### config.mk
export PLATFORM = sky130hd
export DESIGN_NAME = rdpmm_ctrl
export DESIGN_NICKNAME = d
export VERILOG_FILES = /design/src/sv/rdpmm_pkg.sv /design/src/sv/rdpmm_ctrl.sv
export SDC_FILE = /design/constraint.sdc
export NUM_CORES = 1
export LEC_CHECK = 0
export BUFFER_PORTS_ARGS = -buffer_cell sky130_fd_sc_hd__buf_2
export CAP_MARGIN = 20
export CORE_AREA = 4 4 41 43
export DETAILED_ROUTE_END_ITERATION = 8
export DIE_AREA = 0 0 45 47
export GPL_TIMING_DRIVEN = 0
export REMOVE_ABC_BUFFERS = 1
export SYNTH_ARGS = -nofsm -noshare
export SYNTH_HDL_FRONTEND = slang
export SYNTH_SLANG_ARGS = --single-unit
export TNS_END_PERCENT = 100
### constraint.sdc
create_clock -name clk_i -period 1.3 [get_ports clk_i]
set_input_delay 0.26 -clock clk_i [delete_from_list [all_inputs] [get_ports clk_i]]
set_output_delay 0.26 -clock clk_i [all_outputs]
set_load 0.02 [all_outputs]
### src/sv/rdpmm_pkg.sv
// Shared types and constants of the row dot-product matrix engine.
// Used by rdpmm_ctrl, rdpmm_dpath and the top level row_dot_product_matrix_multiply.
// Depends on nothing.
package rdpmm_pkg;

  // Default sizes of the element stores
  localparam int MAX_ROWS_A_DEF = 16;
  localparam int MAX_ROWS_B_DEF = 16;
  localparam int MAX_COLS_DEF   = 256;

  // Field widths
  localparam int MODE_W     = 2;
  localparam int ROW_W      = 4;
  localparam int COL_W      = 8;
  localparam int ELEM_W     = 16;
  localparam int PROD_W     = 2 * ELEM_W;
  localparam int DOT_W      = 40;
  localparam int ROWS_W     = 5;
  localparam int LEN_W      = 9;
  localparam int CFG_IDX_W  = 2;
  localparam int CFG_DATA_W = 9;
  // Compare width for row indexes against row limits up to 2047
  localparam int ROW_CMP_W  = 11;

  // Register reset values
  localparam logic [ROWS_W-1:0] ROWS_A_RST  = 5'd16;
  localparam logic [ROWS_W-1:0] ROWS_B_RST  = 5'd16;
  localparam logic [LEN_W-1:0]  ROW_LEN_RST = 9'd256;

  // Item opcodes
  typedef enum logic [MODE_W-1:0] {
    MODE_WR_A = 2'd0,
    MODE_WR_B = 2'd1,
    MODE_CALC = 2'd2
  } mode_e;

  // Configuration register indexes
  typedef enum logic [CFG_IDX_W-1:0] {
    CFG_ROWS_A  = 2'd0,
    CFG_ROWS_B  = 2'd1,
    CFG_ROW_LEN = 2'd2
  } cfg_idx_e;

  // Result status codes
  localparam logic STATUS_OK      = 1'b0;
  localparam logic STATUS_BAD_ROW = 1'b1;

  // Controller to datapath commands
  typedef struct packed {
    logic take;   // input channel open
    logic start;  // compute beat accepted: latch request
    logic issue;  // read one element pair
    logic load;   // move result into output register
  } cmd_t;

  // Datapath to controller status
  typedef struct packed {
    logic calc_req;  // compute beat offered
    logic skip;      // offered compute has no element pairs to walk
    logic last_col;  // current read is the last column
    logic pipe_busy; // read or product still in flight
    logic out_free;  // output register can take a result
  } stat_t;

endpackage

### src/sv/rdpmm_ctrl.sv
// Controller of the row dot-product matrix engine: sequences one compute request.
// Depends on rdpmm_pkg (cmd_t, stat_t).
module rdpmm_ctrl (
  input  logic             clk_i,
  input  logic             rst_ni,
  input  rdpmm_pkg::stat_t st_i,
  output rdpmm_pkg::cmd_t  cmd_o
);

  typedef enum logic [3:0] {
    ST_IDLE  = 4'b0001,
    ST_RUN   = 4'b0010,
    ST_FLUSH = 4'b0100,
    ST_DONE  = 4'b1000
  } state_e;

  state_e state_q, state_d;

  // Next state and commands
  always_comb begin
    state_d     = state_q;
    cmd_o       = '0;
    unique case (state_q)
      ST_IDLE: begin
        cmd_o.take = 1'b1;
        if (st_i.calc_req) begin
          cmd_o.start = 1'b1;
          state_d     = st_i.skip ? ST_FLUSH : ST_RUN;
        end
      end
      ST_RUN: begin
        cmd_o.issue = 1'b1;
        if (st_i.last_col) begin
          state_d = ST_FLUSH;
        end
      end
      ST_FLUSH: begin
        if (!st_i.pipe_busy) begin
          state_d = ST_DONE;
        end
      end
      ST_DONE: begin
        if (st_i.out_free) begin
          cmd_o.load = 1'b1;
          state_d    = ST_IDLE;
        end
      end
      default: begin
        state_d = ST_IDLE;
      end
    endcase
  end

  // State register
  always_ff @(posedge clk_i or negedge rst_ni) begin
    if (!rst_ni) begin
      state_q <= ST_IDLE;
    end else begin
      state_q <= state_d;
    end
  end

  // The accumulator must be final before the result is loaded
  a_done_drained: assert property (@(posedge clk_i) disable iff (!rst_ni)
    (state_q == ST_DONE) |-> !st_i.pipe_busy)
    else $error("result stage entered with products in flight");

  // A read issue must show up as pipeline activity
  a_issue_busy: assert property (@(posedge clk_i) disable iff (!rst_ni)
    cmd_o.issue |=> st_i.pipe_busy)
    else $error("issued read not tracked by pipeline");

endmodule

# After elaboration in Yosys (flattened, before gate mapping)
# Index checks and enable logic that the tools add are counted.
[word_totals] reg_bits=4 elab_cells=21 output_inout_bits=4 in_bits=7
[op_classes] reduce_logical=1 n_eq_ne=8 mux=11
[op_table] op="4-bit 2-to-1 mux" n=4
[op_table] op="4-bit case mux with 4 select lines" n=1
[op_table] op="2-bit != test, second input constant" n=4
[op_table] op="4-bit by 1-bit == test with 1-bit output, second input constant" n=1
[op_table] op="4-bit by 2-bit == test with 1-bit output, second input constant" n=1
[op_table] op="4-bit by 3-bit == test with 1-bit output, second input constant" n=1
[op_table] op="4-bit == test, second input constant" n=1
[op_table] op="1-bit 2-to-1 mux" n=4
[op_table] op="4-bit AND reduction" n=1
[op_table] op="3-bit 2-to-1 mux" n=1
[op_table] op="2-bit 2-to-1 mux" n=1

# Depth between registers and ports, before layout
# Gate-level depths: netlist of the first run.
[logic_depth] word_depth=3 mapped_depth=4 ltp_nobuf=3

# Worst setup path after synthesis of the first run
# No wires, ideal clock.
[synth_path] kind="register to output" from="register state_q[3]" to="output cmd_o[2] (netlist name)" path_stages_with_launch=4 t_required_ps=1040 slack_ps=-373 arrival_ps=1413 path_buffers=1 path_cell_list="dfrtp_1 -> buf_12 -> nor4b_2 -> and2_1"
[synth_lines] element="start, declared" line_no="rdpmm_ctrl.sv:17" source="state_e state_q, state_d;"
[synth_lines] element="start signal, assigned" line_no="rdpmm_ctrl.sv:59" source="state_q <= state_d;"
[synth_lines] element="end, declared" line_no="rdpmm_ctrl.sv:7" source="output rdpmm_pkg::cmd_t cmd_o"

==> reports/metrics.yaml, run 1 <==
clocking:
  cts_tree: "yes"
  clk_latency_ns: 0.23
  numClockSinks: 4
  cts_buffer_depth: 2
  ctsRootBufferMaster: "clkbuf_4"
  numCtsBuffers: 3
  htree_levels: 1
  clkSlewWorstSetupHoldPaths_ns: 0.04
detailed_routing:
  viasPerCell: 4.81
  route.detailed.drc: 0
  ant_nets: 0
  drtIter0Drc: 3
  post_drt_wl_per_cell_um: 14.8
  finalWirelength_um: 1170
  via_count: 380
  dr.pass1.iters: 2
hold_path:
  min_path_cells: 2
  holdPathEnd: "state_q[0]$_DFFE_PN1P_"
  hold_path_class: "input pin to flip-flop"
  worstHoldStart: "st_i[4]"
global_routing:
  grt_max_degree: 11
  track_usage: 0.104
  grt_pass1_wl_um: 1580
  overflow: 0
  antenna_found_initial: 0
  grt_pass1_vias: 371
floorplan:
  initial_core_util: 0.269
  rows: 13
  core_um2: 1300
  dieArea_um2: 2120
  die_y_um: 47
  io_pins: 11
  fp.dieW_um: 45
sta:
  rsz0062_at_grt: "yes"
  setup_violations: 7
  fmax_mhz: 644
  worst_pin_slew_ns: 0.239
  post-route-period-util: 1.19
  fin_hold_ws_ns: 0.251
  min_period_ns: 1.55
  fin_skew_ns: 0.00505
  hold_viol_final: 0
  slew-limit-headroom: 0.840
  slew_viol_final: 0
  setup_ws_ns: -0.253
synth:
  synthTopCellsByArea: "dfrtp_1, dfstp_2, or3b_1"
  syn_avg_cell_area_um2: 10.0
  yosysWarningCount: 0
  yosysTopAreaCell: "dfrtp_1"
  syn_area_um2: 350
  seq_area_frac_synth: 0.289
  syn_inst: 35
  synthDistinctLibCells: 24
  synth_top_area_share: 0.214
  synth-seq-cells: 4
placed_design:
  gp_congestion: 0.683
  place_area_um2: 375
  portBuffers: 10
  post-place-ws_ns: -0.247
  dp_hpwl_um: 517
layout:
  drive_gt1_frac: 0.688
  regMostFlops: "state_q"
  nNetsFinal: 72
  reg_top3: "state_q x4"
  design_area_um2: 637
  n_antenna_cell: 0
  fill_cells: 130
  layout_commonest_cell: "buf_4"
  syn2layout_area_growth_pct: 81.8
  largest_reg_flops: 4
  final_cell_mix: "buf_4, buf_6, buf_2"
  finish.utilization: 0.489
pwr:
  leakage_nw: 0.292
  p_per_area_nw_per_um2: 2280
  finalPower_mw: 1.45
  ir_worst_vdd_mv: 1.27
worst_setup_path:
  startpoint_type: "flip-flop"
  r2r-start: "state_q[0]$_DFFE_PN1P_"
  critPathArrivalTime_ns: 1.29
  path_cells: "nor4b_4, and2_4, buf_6"
  crit_fanout: 3
  reg2reg_to: "state_q[0]$_DFFE_PN1P_"
  rr_worst_depth: 5
  critical_path_class: "flip-flop to output port"
  r2r_slack_ns: -0.21
  cp_top_family: "simple AND/OR/NAND/NOR gates"
  max_stage_delay_ns: 0.44
  worstSetupEndpointType: "output port"
  crit_start: "state_q[3]$_DFFE_PN0P_"
  slowest_stage: "dfrtp_2"
  required_ns: 1.04
  path_buf_inv: 1
outcome:
  violations: "setup timing"
  status: "finished, violations left"
flow_run:
  cap_violations: 0
area by class of cell:
cell class	instances	area [µm²]	area share
sequential	4	105	0.165
timing repair buffer	29	235	0.369
inverter	3	11.3	0.0177
clock buffer	4	26.3	0.0413
multi-input combinational	24	240	0.377
tap	15	18.8	0.0295
synthesized netlist by cell type:
cell type / n
a211oi_1: 3
a211oi_2: 1
a22o_1: 1
and2_1: 1
buf_12: 1
buf_2: 1
buf_4: 1
buf_6: 1
dfrtp_1: 3
dfstp_2: 1
inv_1: 3
nand2_1: 1
nand3_1: 1
nand3b_1: 3
nand4bb_2: 1
nor2_1: 1
nor3_1: 1
nor4b_1: 1
nor4b_2: 1
o211a_1: 1
o21ai_0: 2
o32ai_1: 1
or3b_1: 3
xor2_1: 1
power by group:
| part | leakage [nW] | total, mW | switching [mW] | internal (mW) |
|---|---|---|---|---|
| clock | 0.0150 | 0.168 | 0.0529 | 0.115 |
| combinational | 0.230 | 1.02 | 0.407 | 0.617 |
| sequential | 0.0466 | 0.257 | 0.0703 | 0.187 |
| total | 0.292 | 1.45 | 0.530 | 0.920 |
kinds of logic after synthesis:
group / count (synthesis) / synth area share
flip-flops: 4 / 0.289
AO/OA/AOI/OAI: 9 / 0.207
AND/OR/NAND/NOR: 14 / 0.321
XOR/XNOR: 1 / 0.0250
buffers and inverters: 7 / 0.157
worst max-delay path by stage:
stage | to | cells past startpoint | slack, ns
2_1_floorplan | cmd_o[2] | 2 | -0.42
3_3_place_gp | cmd_o[2] | 3 | -0.22
3_5_place_dp | cmd_o[2] | 3 | -0.25
4_1_cts | cmd_o[2] | 3 | -0.22
5_1_grt | cmd_o[2] | 3 | -0.32
6_report | cmd_o[2] | 3 | -0.25
per-stage QoR:
stage / TNS (ns) / cells
finish: -1.35 / 79
global route: -1.72 / 79
CTS: -1.09 / 75
detailed placement: -0.505 / 56
global placement: -0.399 / 56
floorplan: -1.27 / 31
metal layers:
| metal | vias up | wire, µm | GRT usage | share of wire |
|---|---|---|---|---|
| met5 | - | 0 | 0 | 0 |
| met4 | 0 | 0 | 0.0351 | 0 |
| met3 | 0 | 36 | 0.0153 | 0.031 |
| met2 | 12 | 665 | 0.201 | 0.57 |
| met1 | 182 | 465 | 0.115 | 0.40 |
| li1 | 186 | - | - | - |
timing repair:
action,in CTS,in global routing
pin swaps,3,5
hold buffers,1,0
setup endpoints to repair,7,6
resized for setup,13,12
endpoints found under the hold margin,3,0
setup buffers,14,5
Note: power is estimated with default switching activity, not from simulation.
==> inputs of run 2 (changes only) <==
- BUFFER_PORTS_ARGS: -buffer_cell sky130_fd_sc_hd__buf_2 -> -buffer_cell sky130_fd_sc_hd__clkbuf_2
==> run 2 against run 1 <==
Against the previous run: the flow still finishes with violations (setup timing); register-to-register slack lost 0.02 ns; sequential power decreased by 5%; cell count is 10% lower; clock power is 2% lower.
==> reports/metrics.yaml, run 2 (synthesis gave the netlist of run 1 again) <==
layout:
  drive_gt1_frac: 0.625  # -0.0625
  layout_commonest_cell: "buf_4"
  multi_input_area_um2: 233  # -3.1%
  reg_top3: "state_q x4"
  final_cell_mix: "buf_4, clkbuf_2"
  nNetsFinal: 64  # -11%
  n_antenna_cell: 0  # unchanged
  regMostFlops: "state_q"
  seqCellArea_um2: 105  # unchanged
  largest_reg_flops: 4  # unchanged
  fill_cells: 134  # +3.1%
  syn2layout_area_growth_pct: 68.2
detailed_routing:
  post_drt_wl_per_cell_um: 14.7  # -0.64%
  ant_nets: 0  # unchanged
  finalWirelength_um: 1040  # -11%
  dr.pass1.iters: 3  # +1
  route.detailed.drc: 0  # unchanged
  via_count: 350  # -7.9%
  drtIter0Drc: 1  # -2
  viasPerCell: 4.93  # +2.5%
worst_setup_path:
  path_buf_inv: 1  # unchanged
  cp.depth: 3  # unchanged
  slowest_stage: "dfstp_2"
  startpoint_type: "flip-flop"
  crit_fanout: 2  # -1
  cp_top_family: "flip-flops"
  rr_worst_depth: 4  # -1
  critical_path_class: "flip-flop to output port"
  max_stage_delay_ns: 0.53  # +0.09 ns
  critPathArrivalTime_ns: 1.30  # about the same
  worstSetupEndpointType: "output port"
  required_ns: 1.04  # about the same
  path_cells: "nor4b_4, and2_4, buf_8"
clocking:
  ctsRootBufferMaster: "clkbuf_4"
  cts_buffer_depth: 2  # unchanged
  cts_tree: "yes"
  clk_latency_ns: 0.23  # about the same
  numClockSinks: 4  # unchanged
  clkSlewWorstSetupHoldPaths_ns: 0.03  # about the same
  htree_levels: 1  # unchanged
  numCtsBuffers: 3  # unchanged
floorplan:
  core_um2: 1300  # unchanged
  io_pins: 11  # unchanged
  dieArea_um2: 2120  # unchanged
  rows: 13  # unchanged
  die_y_um: 47  # unchanged
  fp.dieW_um: 45  # unchanged
  initial_core_util: 0.269  # unchanged
sta:
  fin_skew_ns: 0.00607  # +0.00102 ns
  worst_pin_slew_ns: 0.264  # +0.0254 ns
  min_period_ns: 1.56  # +0.0120 ns
  setup_ws_ns: -0.265  # -0.0120 ns
  setup_violations: 6  # -1
  hold_viol_final: 0  # unchanged
  slew_viol_final: 0  # unchanged
  post-route-period-util: 1.20  # +0.00927
  slew-limit-headroom: 0.823  # -0.0165
  rsz0062_at_grt: "yes"
  fmax_mhz: 639  # -0.77%
  fin_hold_ws_ns: 0.274  # +0.0228 ns
global_routing:
  antenna_found_initial: 0  # unchanged
  grt_pass1_wl_um: 1670  # +5.6%
  track_usage: 0.114  # +0.0105
  grt_pass1_vias: 372  # +0.27%
  grt_max_degree: 11  # unchanged
  overflow: 0  # unchanged
outcome:
  status: "finished, violations left"
  violations: "setup timing"
pwr:
  p_per_area_nw_per_um2: 2190  # -3.7%
  finalPower_mw: 1.29  # -11%
  ir_worst_vdd_mv: 1.03  # -19%
  leakage_nw: 0.254  # -13%
placed_design:
  dp_hpwl_um: 526  # +1.6%
  portBuffers: 10  # unchanged
  gp_congestion: 0.683  # about the same
hold_path:
  min_path_cells: 2  # unchanged
  hold_path_class: "input pin to flip-flop"
flow_run:
  cap_violations: 0  # unchanged
[run 2: cell types whose count changed in the layout (fill, tap and decap cells not counted), sizes merged]
cell | previous run | this run
clkbuf | 4 | 11
buf | 28 | 13
[run 2: area by class of cell]
| cell class | count | area share |
|---|---|---|
| Sequential cell | 4 | 0.178 |
| Multi-Input combinational cell | 24 | 0.395 |
| Timing Repair Buffer | 21 | 0.331 |
| Tap cell | 15 | 0.0318 |
| Inverter | 3 | 0.0191 |
| Clock buffer | 4 | 0.0446 |
[run 2: report_power, final]
group / leakage, nW / switching (mW) / total, mW / internal, mW
clock: 0.0150 / 0.0487 / 0.164 / 0.115
combinational: 0.193 / 0.380 / 0.884 / 0.504
sequential: 0.0466 / 0.0577 / 0.245 / 0.187
[run 2: per-layer routing]
metal	share of wire	vias up	track usage	routed length (µm)
met4	0.017	0	0.0702	18
met2	0.50	10	0.186	523
met1	0.45	167	0.138	473
li1	-	171	-	-
met5	0	-	0	0
met3	0.028	2	0.0230	29
[run 2: repair_timing]
| item | in CTS | in global routing |
|---|---|---|
| gates resized for setup | 18 | 3 |
| hold buffers | 1 | 0 |
| endpoints found under the hold margin | 3 | 0 |
| setup endpoints to repair | 7 | 8 |
| buffers inserted | 9 | 1 |
| pin swaps | 2 | 3 |
[run 2: final timing paths]
check	start	endpoint	slack, ns
max	state_q[0]$_DFFE_PN1P_	cmd_o[2]	-0.26
min	st_i[4]	state_q[0]$_DFFE_PN1P_	0.27
max reg2reg	state_q[0]$_DFFE_PN1P_	state_q[0]$_DFFE_PN1P_	-0.23
min reg2reg	state_q[1]$_DFFE_PN0P_	state_q[3]$_DFFE_PN0P_	0.67
max in group asynchronous	rst_ni	state_q[0]$_DFFE_PN1P_	0.72
min in group asynchronous	rst_ni	state_q[1]$_DFFE_PN0P_	0.37
[run 2: per-stage QoR]
step                      cells  instance area, µm²  setup WS (ns)   util  TNS, ns
after CTS                    70                 579         -0.259  0.445    -1.25
after floorplan              31                 307         -0.417      -    -1.27
after global placement       56                 375         -0.234  0.288   -0.440
final                        71                 589         -0.265  0.453    -1.26
after global routing         71                 589         -0.309  0.453    -1.56
after detailed placement     56                 375         -0.256  0.288   -0.543
[run 2: worst reg2reg max path, delay by kind of cell, from the launching register on]
family	cells	cell delay, ns
DFF	1	0.53
AOI/OAI and AO/OA	2	0.34
and+or+nand+nor	1	0.39
buffers and inverters	1	0.19
==> inputs of run 3 (changes only) <==
- PLACE_DENSITY: not set -> 0.52
==> run 3 against run 2 <==
Against the previous run: the flow still finishes with violations (setup timing); count of clock-buffer cells in the layout unchanged; sequential power barely moved; register-to-register slack barely moved; critical path depth did not move; clock skew shrank 0.0030 ns; critical path type unchanged; highest routed layer is now met3.
==> reports/metrics.yaml, run 3 (synthesis gave the netlist of run 1 again) <==
worst_setup_path:
  required_ns: 1.04  # about the same
  critPathArrivalTime_ns: 1.30  # about the same
  critical_path_class: "flip-flop to output port"
  startpoint_type: "flip-flop"
  max_stage_delay_ns: 0.53  # about the same
  slowest_stage: "dfstp_2"
  crit_fanout: 2  # unchanged
  path_cells: "nor4b_4, and2_4, buf_8"
  worstSetupEndpointType: "output port"
pwr:
  ir_worst_vdd_mv: 0.990  # -4.0%
  p_per_area_nw_per_um2: 2300  # +4.8%
  leakage_nw: 0.258  # +1.4%
layout:
  nNetsFinal: 65  # +1.6%
  design_area_um2: 588  # -0.21%
  drive_gt1_frac: 0.649  # +0.0241
  n_antenna_cell: 0  # unchanged
  reg_top3: "state_q x4"
  fill_cells: 136  # +1.5%
  largest_reg_flops: 4  # unchanged
  syn2layout_area_growth_pct: 67.9
  layout_commonest_cell: "buf_4"
  final_cell_mix: "buf_4, clkbuf_2, buf_6"
  regMostFlops: "state_q"
clocking:
  cts_tree: "yes"
  ctsRootBufferMaster: "clkbuf_4"
  cts_buffer_depth: 2  # unchanged
  numClockSinks: 4  # unchanged
  clkSlewWorstSetupHoldPaths_ns: 0.04  # about the same
  numCtsBuffers: 3  # unchanged
  clk_latency_ns: 0.23  # about the same
  htree_levels: 1  # unchanged
placed_design:
  dp_hpwl_um: 533  # +1.3%
  place_area_um2: 375  # unchanged
  portBuffers: 10  # unchanged
  gp_congestion: 0.663  # -3.0%
flow_run:
  cap_violations: 0  # unchanged
detailed_routing:
  ant_nets: 0  # unchanged
  dr.pass1.iters: 4  # +1
  post_drt_wl_per_cell_um: 13.7  # -6.7%
  route.detailed.drc: 0  # unchanged
  drtIter0Drc: 7  # +6
  viasPerCell: 5.08  # +3.1%
  via_count: 366  # +4.6%
  finalWirelength_um: 987  # -5.4%
sta:
  fin_skew_ns: 0.00307  # -0.00300 ns
  fmax_mhz: 642  # +0.54%
  setup_violations: 6  # unchanged
  worst_pin_slew_ns: 0.322  # +0.0574 ns
  post-route-period-util: 1.20  # -0.00647
  slew_viol_final: 0  # unchanged
  rsz0062_at_grt: "yes"
  fin_hold_ws_ns: 0.244  # -0.0298 ns
  min_period_ns: 1.56  # -0.00840 ns
  slew-limit-headroom: 0.784  # -0.0390
  setup_ws_ns: -0.256  # +0.00840 ns
  hold_viol_final: 0  # unchanged
floorplan:
  die_y_um: 47  # unchanged
  core_um2: 1300  # unchanged
  rows: 13  # unchanged
  io_pins: 11  # unchanged
  fp.dieW_um: 45  # unchanged
  dieArea_um2: 2120  # unchanged
  initial_core_util: 0.269  # unchanged
global_routing:
  antenna_found_initial: 0  # unchanged
  grt_pass1_vias: 354  # -4.8%
  grt_pass1_wl_um: 1550  # -7.0%
  overflow: 0  # unchanged
  grt_max_degree: 12  # +1
  track_usage: 0.102  # -0.0119
outcome:
  violations: "setup timing"
  status: "finished, violations left"
hold_path:
  hold_path_class: "input pin to flip-flop"
## run 3: cell type report
type | instances | area, µm² | area share
Tap cell | 15 | 18.8 | 0.0319
Sequential cell | 4 | 105 | 0.179
Clock buffer | 4 | 26.3 | 0.0447
Multi-Input combinational cell | 24 | 240 | 0.409
Timing Repair Buffer | 22 | 186 | 0.317
Inverter | 3 | 11.3 | 0.0191
## run 3: power breakdown
part | total (mW) | switching [mW] | internal, mW
Sequential | 0.247 | 0.0593 | 0.187
Clock | 0.166 | 0.0504 | 0.115
Combinational | 0.939 | 0.392 | 0.547
Total | 1.35 | 0.502 | 0.849
## run 3: per-layer routing
layer  vias to the layer above  track usage  wire (µm)
met3                         0       0.0153         69
met2                        19        0.172        514
met4                         0       0.0702          0
met5                         -            0          0
li1                        172            -          -
met1                       175        0.120        402
## run 3: path summary, 6_finish.rpt
kind / from / endpoint / slack (ns) / depth (start not counted)
worst max register to register: state_q[0]$_DFFE_PN1P_ / state_q[0]$_DFFE_PN1P_ / -0.22 / 5
worst min-delay path: st_i[4] / state_q[0]$_DFFE_PN1P_ / 0.24 / 2
max in group asynchronous: rst_ni / state_q[0]$_DFFE_PN1P_ / 0.73 / 2
min in group asynchronous: rst_ni / state_q[2]$_DFFE_PN0P_ / 0.37 / 2
worst max-delay path: state_q[0]$_DFFE_PN1P_ / cmd_o[2] / -0.26 / 3
worst min register to register: state_q[3]$_DFFE_PN0P_ / state_q[1]$_DFFE_PN0P_ / 0.64 / 2
## run 3: worst max-delay path, delay by kind of cell, from the launching register on
kind | cells | cell delay [ns]
DFF | 1 | 0.53
buffers and inverters | 1 | 0.10
and+or+nand+nor | 2 | 0.43
## run 3: per-stage QoR
step	setup slack (ns)	instances	util	TNS (ns)	total power [mW]
floorplan	-0.417	31	-	-1.27	0.560
global placement	-0.266	56	0.288	-0.561	0.678
detailed placement	-0.282	56	0.288	-0.634	0.683
CTS	-0.314	68	0.391	-1.10	1.08
global route	-0.318	72	0.452	-1.49	1.44
finish	-0.256	72	0.452	-1.15	1.35
## run 3: timing repair
| action | CTS | global route |
|---|---|---|
| pin swaps | 1 | 4 |
| setup buffers | 7 | 4 |
| resized for setup | 13 | 16 |
| hold endpoints to repair | 3 | 0 |
| endpoints found under the setup margin | 7 | 6 |
| hold buffers | 1 | 0 |
| cloned | 0 | 0 |
